[src/rtl/abrf_pkg.sv]
// ----------------------------------------------------------------------------
// abrf_pkg: shared types and constants of the banked register file
// Holds the request and response transaction types, the mode codes, the
// request and status codes and the internal access descriptor.
// ----------------------------------------------------------------------------
package abrf_pkg;

	// Request codes
	localparam logic [1:0] REQ_READ_REG   = 2'd0;
	localparam logic [1:0] REQ_WRITE_REG  = 2'd1;
	localparam logic [1:0] REQ_READ_SPSR  = 2'd2;
	localparam logic [1:0] REQ_WRITE_SPSR = 2'd3;

	// Status codes
	localparam logic [1:0] ST_OK       = 2'd0;
	localparam logic [1:0] ST_BAD_MODE = 2'd1;
	localparam logic [1:0] ST_NO_SPSR  = 2'd2;

	// Processor mode codes
	localparam logic [4:0] MODE_USR = 5'b10000;
	localparam logic [4:0] MODE_FIQ = 5'b10001;
	localparam logic [4:0] MODE_IRQ = 5'b10010;
	localparam logic [4:0] MODE_SVC = 5'b10011;
	localparam logic [4:0] MODE_ABT = 5'b10111;
	localparam logic [4:0] MODE_UND = 5'b11011;
	localparam logic [4:0] MODE_SYS = 5'b11111;

	// Register indexes with special meaning
	localparam logic [3:0] IDX_FIQ_FIRST = 4'd8;
	localparam logic [3:0] IDX_SP        = 4'd13;
	localparam logic [3:0] IDX_LR        = 4'd14;
	localparam logic [3:0] IDX_PC        = 4'd15;

	// Store depths
	localparam int COMMON_DEPTH = 16;
	localparam int FIQ_DEPTH    = 7;
	localparam int BANK_DEPTH   = 8;
	localparam int SPSR_DEPTH   = 5;

	localparam int WORD_W = 32;

	// Request transaction
	typedef struct packed {
		logic [1:0]        req_type;
		logic [4:0]        cpu_mode;
		logic [3:0]        reg_index;
		logic [WORD_W-1:0] write_data;
	} req_t;

	// Response transaction
	typedef struct packed {
		logic [WORD_W-1:0] read_data;
		logic [1:0]        status;
	} rsp_t;

	// Bank slot of a mode; the order matches the saved status store.
	typedef enum logic [2:0] {
		SLOT_FIQ  = 3'd0,
		SLOT_SVC  = 3'd1,
		SLOT_ABT  = 3'd2,
		SLOT_IRQ  = 3'd3,
		SLOT_UND  = 3'd4,
		SLOT_USER = 3'd5,
		SLOT_BAD  = 3'd6
	} slot_t;

	// Physical store that an access lands in
	typedef enum logic [2:0] {
		TGT_NONE,
		TGT_COMMON,
		TGT_FIQ,
		TGT_BANK,
		TGT_SPSR
	} target_t;

	// Decoded access handed from the decoder to the stores
	typedef struct packed {
		target_t    target;
		logic [3:0] addr;
		logic       wr;
		logic [1:0] status;
	} access_t;

endpackage

[src/rtl/abrf_decode.sv]
// ----------------------------------------------------------------------------
// abrf_decode: mode and index decoder
// Maps a request onto one physical register or saved status word, or onto
// an error status when the mode has no such store.
// ----------------------------------------------------------------------------
module abrf_decode (
	input  abrf_pkg::req_t    req,
	output abrf_pkg::access_t acc
);
	import abrf_pkg::*;

	slot_t      slot;
	logic [2:0] slot_m1;

	// Mode code to bank slot.
	always_comb begin
		case (req.cpu_mode)
			MODE_FIQ: slot = SLOT_FIQ;
			MODE_SVC: slot = SLOT_SVC;
			MODE_ABT: slot = SLOT_ABT;
			MODE_IRQ: slot = SLOT_IRQ;
			MODE_UND: slot = SLOT_UND;
			MODE_USR: slot = SLOT_USER;
			MODE_SYS: slot = SLOT_USER;
			default:  slot = SLOT_BAD;
		endcase
	end

	// Pair number in the sp/lr bank: svc 0, abt 1, irq 2, und 3.
	assign slot_m1 = slot - 3'd1;

	// Select the target store and the address within it.
	always_comb begin
		acc.target = TGT_NONE;
		acc.addr   = 4'd0;
		acc.wr     = (req.req_type == REQ_WRITE_REG) || (req.req_type == REQ_WRITE_SPSR);
		acc.status = ST_OK;
		if (slot == SLOT_BAD) begin
			acc.status = ST_BAD_MODE;
		end else if ((req.req_type == REQ_READ_REG) || (req.req_type == REQ_WRITE_REG)) begin
			if ((req.reg_index == IDX_PC) || (slot == SLOT_USER)) begin
				acc.target = TGT_COMMON;
				acc.addr   = req.reg_index;
			end else if (slot == SLOT_FIQ) begin
				if (req.reg_index >= IDX_FIQ_FIRST) begin
					// FIQ r8 to r14 land at 0 to 6.
					acc.target = TGT_FIQ;
					acc.addr   = {1'b0, req.reg_index[2:0]};
				end else begin
					acc.target = TGT_COMMON;
					acc.addr   = req.reg_index;
				end
			end else if (req.reg_index >= IDX_SP) begin
				acc.target = TGT_BANK;
				acc.addr   = {1'b0, slot_m1[1:0], req.reg_index == IDX_LR};
			end else begin
				acc.target = TGT_COMMON;
				acc.addr   = req.reg_index;
			end
		end else if (slot == SLOT_USER) begin
			// User and system modes have no saved status.
			acc.status = ST_NO_SPSR;
		end else begin
			acc.target = TGT_SPSR;
			acc.addr   = {1'b0, slot};
		end
	end

endmodule

[src/rtl/abrf_regs.sv]
// ----------------------------------------------------------------------------
// abrf_regs: physical register stores
// Common, FIQ, sp/lr and saved status registers, all cleared at reset.
// One decoded access is read or written per cycle.
// ----------------------------------------------------------------------------
module abrf_regs (
	input  logic                          clk,
	input  logic                          arst_n,
	input  logic                          en,
	input  abrf_pkg::access_t             acc,
	input  logic [abrf_pkg::WORD_W-1:0]   write_data,
	output logic [abrf_pkg::WORD_W-1:0]   read_data
);
	import abrf_pkg::*;

	logic [WORD_W-1:0] common_q [COMMON_DEPTH];
	logic [WORD_W-1:0] fiq_q    [FIQ_DEPTH];
	logic [WORD_W-1:0] bank_q   [BANK_DEPTH];
	logic [WORD_W-1:0] spsr_q   [SPSR_DEPTH];

	logic wr_en;

	assign wr_en = en && acc.wr;

	// Write port.
	always_ff @(posedge clk or negedge arst_n) begin
		if (!arst_n) begin
			for (int i = 0; i < COMMON_DEPTH; i++) common_q[i] <= '0;
			for (int i = 0; i < FIQ_DEPTH; i++)    fiq_q[i]    <= '0;
			for (int i = 0; i < BANK_DEPTH; i++)   bank_q[i]   <= '0;
			for (int i = 0; i < SPSR_DEPTH; i++)   spsr_q[i]   <= '0;
		end else if (wr_en) begin
			case (acc.target)
				TGT_COMMON: common_q[acc.addr]     <= write_data;
				TGT_FIQ:    fiq_q[acc.addr[2:0]]   <= write_data;
				TGT_BANK:   bank_q[acc.addr[2:0]]  <= write_data;
				TGT_SPSR:   spsr_q[acc.addr[2:0]]  <= write_data;
				default: ;
			endcase
		end
	end

	// Read port; writes and refused requests return zero.
	always_comb begin
		read_data = '0;
		if (!acc.wr) begin
			case (acc.target)
				TGT_COMMON: read_data = common_q[acc.addr];
				TGT_FIQ:    read_data = fiq_q[acc.addr[2:0]];
				TGT_BANK:   read_data = bank_q[acc.addr[2:0]];
				TGT_SPSR:   read_data = spsr_q[acc.addr[2:0]];
				default:    read_data = '0;
			endcase
		end
	end

endmodule

[src/rtl/arm_banked_register_file.sv]
// ----------------------------------------------------------------------------
// arm_banked_register_file: ARMv4 banked register file
// Request register, mode decoder, register stores and response register.
// ----------------------------------------------------------------------------
// Each transaction is one access to a register or to a saved status word of
// the named processor mode and yields exactly one response. The block takes
// one request per cycle while in_stall is low. Each request is held in the
// request register in front of the decode and store access, and its response
// is held in the response register behind it. A write takes effect when its
// request leaves the request register, so the next request already sees it.
// While the response register holds an untaken response the request register
// stalls, and the input stalls once that register is full as well.
module arm_banked_register_file (
	input  logic           clk,
	input  logic           arst_n,
	input  logic           in_valid,
	output logic           in_stall,
	input  abrf_pkg::req_t in_data,
	output logic           out_valid,
	input  logic           out_stall,
	output abrf_pkg::rsp_t out_data
);
	import abrf_pkg::*;

	logic              valid_s1;
	req_t              req_s1;
	logic              out_free;
	logic              advance;
	access_t           acc;
	logic [WORD_W-1:0] rdata;

	assign out_free = !out_valid || !out_stall;
	assign advance  = valid_s1 && out_free;
	assign in_stall = valid_s1 && !out_free;

	// Request register.
	always_ff @(posedge clk or negedge arst_n) begin
		if (!arst_n) begin
			valid_s1 <= 1'b0;
		end else if (!in_stall) begin
			valid_s1 <= in_valid;
		end
	end

	always_ff @(posedge clk) begin
		if (in_valid && !in_stall) begin
			req_s1 <= in_data;
		end
	end

	abrf_decode u_decode (
		.req (req_s1),
		.acc (acc)
	);

	abrf_regs u_regs (
		.clk        (clk),
		.arst_n     (arst_n),
		.en         (advance),
		.acc        (acc),
		.write_data (req_s1.write_data),
		.read_data  (rdata)
	);

	// Response register.
	always_ff @(posedge clk or negedge arst_n) begin
		if (!arst_n) begin
			out_valid <= 1'b0;
		end else if (out_free) begin
			out_valid <= valid_s1;
		end
	end

	always_ff @(posedge clk) begin
		if (advance) begin
			out_data.read_data <= rdata;
			out_data.status    <= acc.status;
		end
	end

	// A refused request never returns data.
	a_err_zero: assert property (@(posedge clk) disable iff (!arst_n)
		out_valid && (out_data.status != ST_OK) |-> out_data.read_data == '0)
		else $error("refused request returned nonzero data");

	// The input stalls only behind a held request.
	a_stall_held: assert property (@(posedge clk) disable iff (!arst_n)
		in_stall |-> valid_s1 && out_valid && out_stall)
		else $error("input stalled without a held request");

	// A request that leaves the request register shows up as a response.
	a_advance_out: assert property (@(posedge clk) disable iff (!arst_n)
		advance |=> out_valid)
		else $error("advanced request produced no response");

	// Status is one of the three defined codes.
	a_status_code: assert property (@(posedge clk) disable iff (!arst_n)
		out_valid |-> (out_data.status == ST_OK) || (out_data.status == ST_BAD_MODE)
			|| (out_data.status == ST_NO_SPSR))
		else $error("undefined status code");

endmodule
[config.mk]
export PLATFORM = sky130hd
export DESIGN_NAME = arm_banked_register_file
export DESIGN_NICKNAME = d
export VERILOG_FILES = /design/src/rtl/abrf_pkg.sv /design/src/rtl/abrf_decode.sv /design/src/rtl/abrf_regs.sv /design/src/rtl/arm_banked_register_file.sv
export SDC_FILE = /design/constraint.sdc
export NUM_CORES = 2
export LEC_CHECK = 0
export BUFFER_PORTS_ARGS = -buffer_cell sky130_fd_sc_hd__buf_2
export CORE_UTILIZATION = 38
export DETAILED_ROUTE_END_ITERATION = 12
export PLACE_DENSITY = 0.63
export SYNTH_ARGS = -nofsm -noshare
export SYNTH_HDL_FRONTEND = slang
export SYNTH_SLANG_ARGS = --single-unit
export TNS_END_PERCENT = 100
[constraint.sdc]
create_clock -name clk -period 4.6 [get_ports clk]
set_input_delay 0.23 -clock clk [delete_from_list [all_inputs] [get_ports clk]]
set_output_delay 0.23 -clock clk [all_outputs]
set_load 0.02 [all_outputs]
==> impl_metrics.csv <==
group,metric,value,unit
run_status,status,"finished, final reports clean",
synth,ys_warn_count,0,
place,pre_cts_slack,-0.3228,ns
timing,min_period_over_period,0.9720,
route,dr.pass1.iters,6,
route,wl,156.4,mm
floorplan,io_pins,83,
power,power_density,389.5,nW/um^2
timing,maxSlewHeadroom,0.07450,
timing,drv_slew,0,
power,leakage,29.46,nW
global_route,grt_usage,0.2104,
timing,min_period,4.471,ns
worst_setup_path,cp-endpoint,"out_data[26]",
worst_hold_path,hold_class,"input pin to async pin",
worst_setup_path,required,5.05,ns
route,wl_per_cell,23.61,um
worst_setup_path,cp-startpoint,"req_s1[37]",
route,vias,37011,
global_route,grt_start_max_net_pins,144,
route,vias_per_cell,5.587,
cells_and_area,instances_no_fill,6625,
synth,synth_cells,4515,
cells_and_area,fin_area,64260,um^2
synth,ys_ff_latch,1231,
global_route,antenna_found_initial,3,
place,dp.cells,6342,
synth,async_reset_ff_frac,0.9374,
floorplan,dieArea,148300,um^2
cells_and_area,area_growth,15.19,%
global_route,use_met3,0.02972,
synth,avgSynthCellArea,12.36,um^2
worst_setup_path,r2r_slack,0.13,ns
route,ant_nets,0,
route,drt-initial-drc-count,3086,
cts,root_buffer,"clkbuf_16",
place,place_area,59580,um^2
worst_setup_path,cp.arrival,4.93,ns
route,drcViolationCount,0,
worst_setup_path,crit-reg2reg-capture,"out_data[26]",
global_route,grt_remaining_overflow,0,
timing,worst_pin_slew,1.388,ns
synth,syn-cell-area,55790,um^2
timing,worst_slack,0.1288,ns
place,hpwlAfterDp,93.14,mm
timing,finClkSkew,0.02665,ns
worst_setup_path,path_class,"register to register",
floorplan,die_w,385.2,um
worst_setup_path,reg2reg_from,"req_s1[37]",
floorplan,design.core.area,145700,um^2
worst_setup_path,cp-start-kind,"register",
floorplan,start_util,0.3828,
worst_setup_path,crit_path_end_kind,"register",
cts,cts_tree,"yes",
worst_setup_path,path_max_fanout,19,
timing,setup-violations-final,0,
power,vdd.ir_drop.worst,0.2821,mV
global_route,grt_pass1_wl,238.3,mm
cts,h-tree-depth,3,
cts,path_clk_slew,0.06,ns
global_route,grt_pass1_vias,37774,
cts,clk-insertion-delay-late,0.73,ns
cts,numCtsBuffers,121,
synth,ys_types,65,
global_route,met1_usage,0.2849,
global_route,top_usage_layer,"met2",
cells_and_area,nFillCells,13302,
timing,hold_violations,0,
cells_and_area,nets,4650,
place,place_congestion,0.8246,
flow_run,cap_violations,0,
timing,tns,0,ns
power,total_power,25.03,mW
floorplan,num_rows,140,
cts,cts_max_path_buffers,3,
synth,synthFlopType,"dfrtp_1",
worst_setup_path,r2r_cells,18,
cts,cts.sinks,1231,
floorplan,die_y,385.2,um
synth,ys_seq_area_frac,0.5591,
place,numPortBuffers,82,
timing,fmax,223.7,MHz
synth,synth-edff-count,77,
synth,synth_fp_nets,4565,
cells_and_area,drive_gt1_frac,0.3611,
global_route,grt_use_met2,0.3408,
layer usage:
| layer | share of wire | vias up | wire [um] |
|---|---|---|---|
| li1 | - | 16267 | - |
| met1 | 0.44 | 19332 | 68290 |
| met2 | 0.47 | 1089 | 73870 |
| met3 | 0.056 | 321 | 8730 |
| met4 | 0.035 | 2 | 5480 |
| met5 | 0.00013 | - | 20 |
cells in the mapped netlist, drive strengths merged, types with 29 or more instances:
| cell type | count | area [um^2] |
|---|---|---|
| edfxtp | 77 | 2312 |
| nand3 | 149 | 745.7 |
| o22ai | 95 | 594.3 |
| buf | 214 | 1107 |
| mux2 | 1166 | 13130 |
| a31oi | 45 | 281.5 |
| clkbuf | 180 | 675.7 |
| nor4 | 29 | 217.7 |
| a21oi | 70 | 365.4 |
| dfrtp | 1154 | 28880 |
| and3 | 114 | 713.2 |
| mux2i | 185 | 1852 |
| nand2 | 777 | 2917 |
| nor2 | 35 | 136.4 |
area by class of cell:
class                      count  area [um^2]  area share
antenna                        3        7.507   0.0001168
sequential                  1231        31190      0.4854
timing repair buffer         356         3507     0.05458
clock inverter                37        302.8    0.004712
multi-input combinational   2881        23130      0.3600
tap                         1917         2399     0.03733
clock buffer                 191         3687     0.05738
inverter                       9        33.78   0.0005257
worst max-delay path, stage by stage (launching register included):
cell and delay (ns):
edfxtp_1 0.41, inv_1 0.11, o22ai_1 0.19, a211oi_2 0.07
buf_4 0.16, ha_1 0.21, buf_4 0.15, a22oi_2 0.33
and3_1 0.23, o21ai_2 0.08, nand2_4 0.15, buf_12 0.20
buf_4 0.30, mux2_2 0.37, a22oi_1 0.24, o32ai_1 0.21
nor4_2 0.46, buf_4 0.22, o22ai_1 0.08
how the worst min path moves through the flow:
stage / start / to / slack (ns)
after global routing: in_data[6] / req_s1[6] / 0.20
after CTS: in_data[6] / req_s1[6] / 0.17
after floorplan: arst_n / out_valid / -0.07
after global placement: arst_n / u_regs.common_q[507] / 0.34
final: arst_n / u_regs.common_q[283] / 0.17
after detailed placement: arst_n / u_regs.common_q[507] / 0.33
sequential cells by signal (all words and copies together), names as in the netlist:
name,cells
u_regs.common_q,512
out_data,34
req_s1,43
u_regs.bank_q,256
valid_s1,1
out_valid,1
u_regs.spsr_q,160
u_regs.fiq_q,224
cells in the final DEF (no fill, tap or decap), types with 15 or more instances in the layout:
master,count
nor2_1,17
a311oi_1,28
clkbuf_1,36
o221ai_1,22
nor3_1,18
buf_2,81
o32ai_1,15
nand2_2,19
mux2_1,44
clkinv_2,21
a31oi_1,44
o2111ai_1,24
clkbuf_8,30
a21oi_1,68
edfxtp_1,77
buf_12,68
clkbuf_16,128
buf_4,155
o22ai_1,95
a32oi_1,18
dlygate4sd3_1,47
nor4_1,21
nand2_1,757
dfrtp_1,1154
mux2_2,1122
and3_1,113
nand3_1,144
mux2i_1,185
repair_timing:
item                                    in CTS  in global routing
buffers inserted                             3                  0
endpoints found under the setup margin       4                 15
hold buffers                                47                  0
gates cloned                                 0                  2
hold endpoints to repair                   105                  0
resized for setup                            2                 18
pin swaps                                    2                  7
metrics by stage:
stage / hold WS, ns / util
2_1_floorplan: -0.06559 / -
3_3_place_gp: 0.3369 / 0.4088
3_5_place_dp: 0.3315 / 0.4088
4_1_cts: 0.1659 / 0.4396
5_1_grt: 0.1989 / 0.4409
6_report: 0.1676 / 0.4409
power by group:
part	internal (mW)	leakage, nW	total (mW)	switching [mW]
Sequential	11.7	16.7	12.2	0.468
Clock	5.69	1.96	9.95	4.26
Combinational	1.25	10.8	2.91	1.66
Total	18.6	29.5	25.0	6.39
cells by family (layout without fill, tap and decap cells):
| kind of cell | Yosys count | count (layout) | synth area share |
|---|---|---|---|
| compound gates | 382 | 382 | 0.04961 |
| xor+xnor | 1 | 1 | 0.0001570 |
| fa+ha+maj | 3 | 3 | 0.0006729 |
| flops | 1231 | 1231 | 0.5591 |
| other cells | 0 | 3 | 0 |
| simple gates | 1144 | 1144 | 0.08935 |
| mux | 1351 | 1351 | 0.2686 |
| buf+inv | 403 | 593 | 0.03257 |
(Power assumes the default switching activity.)
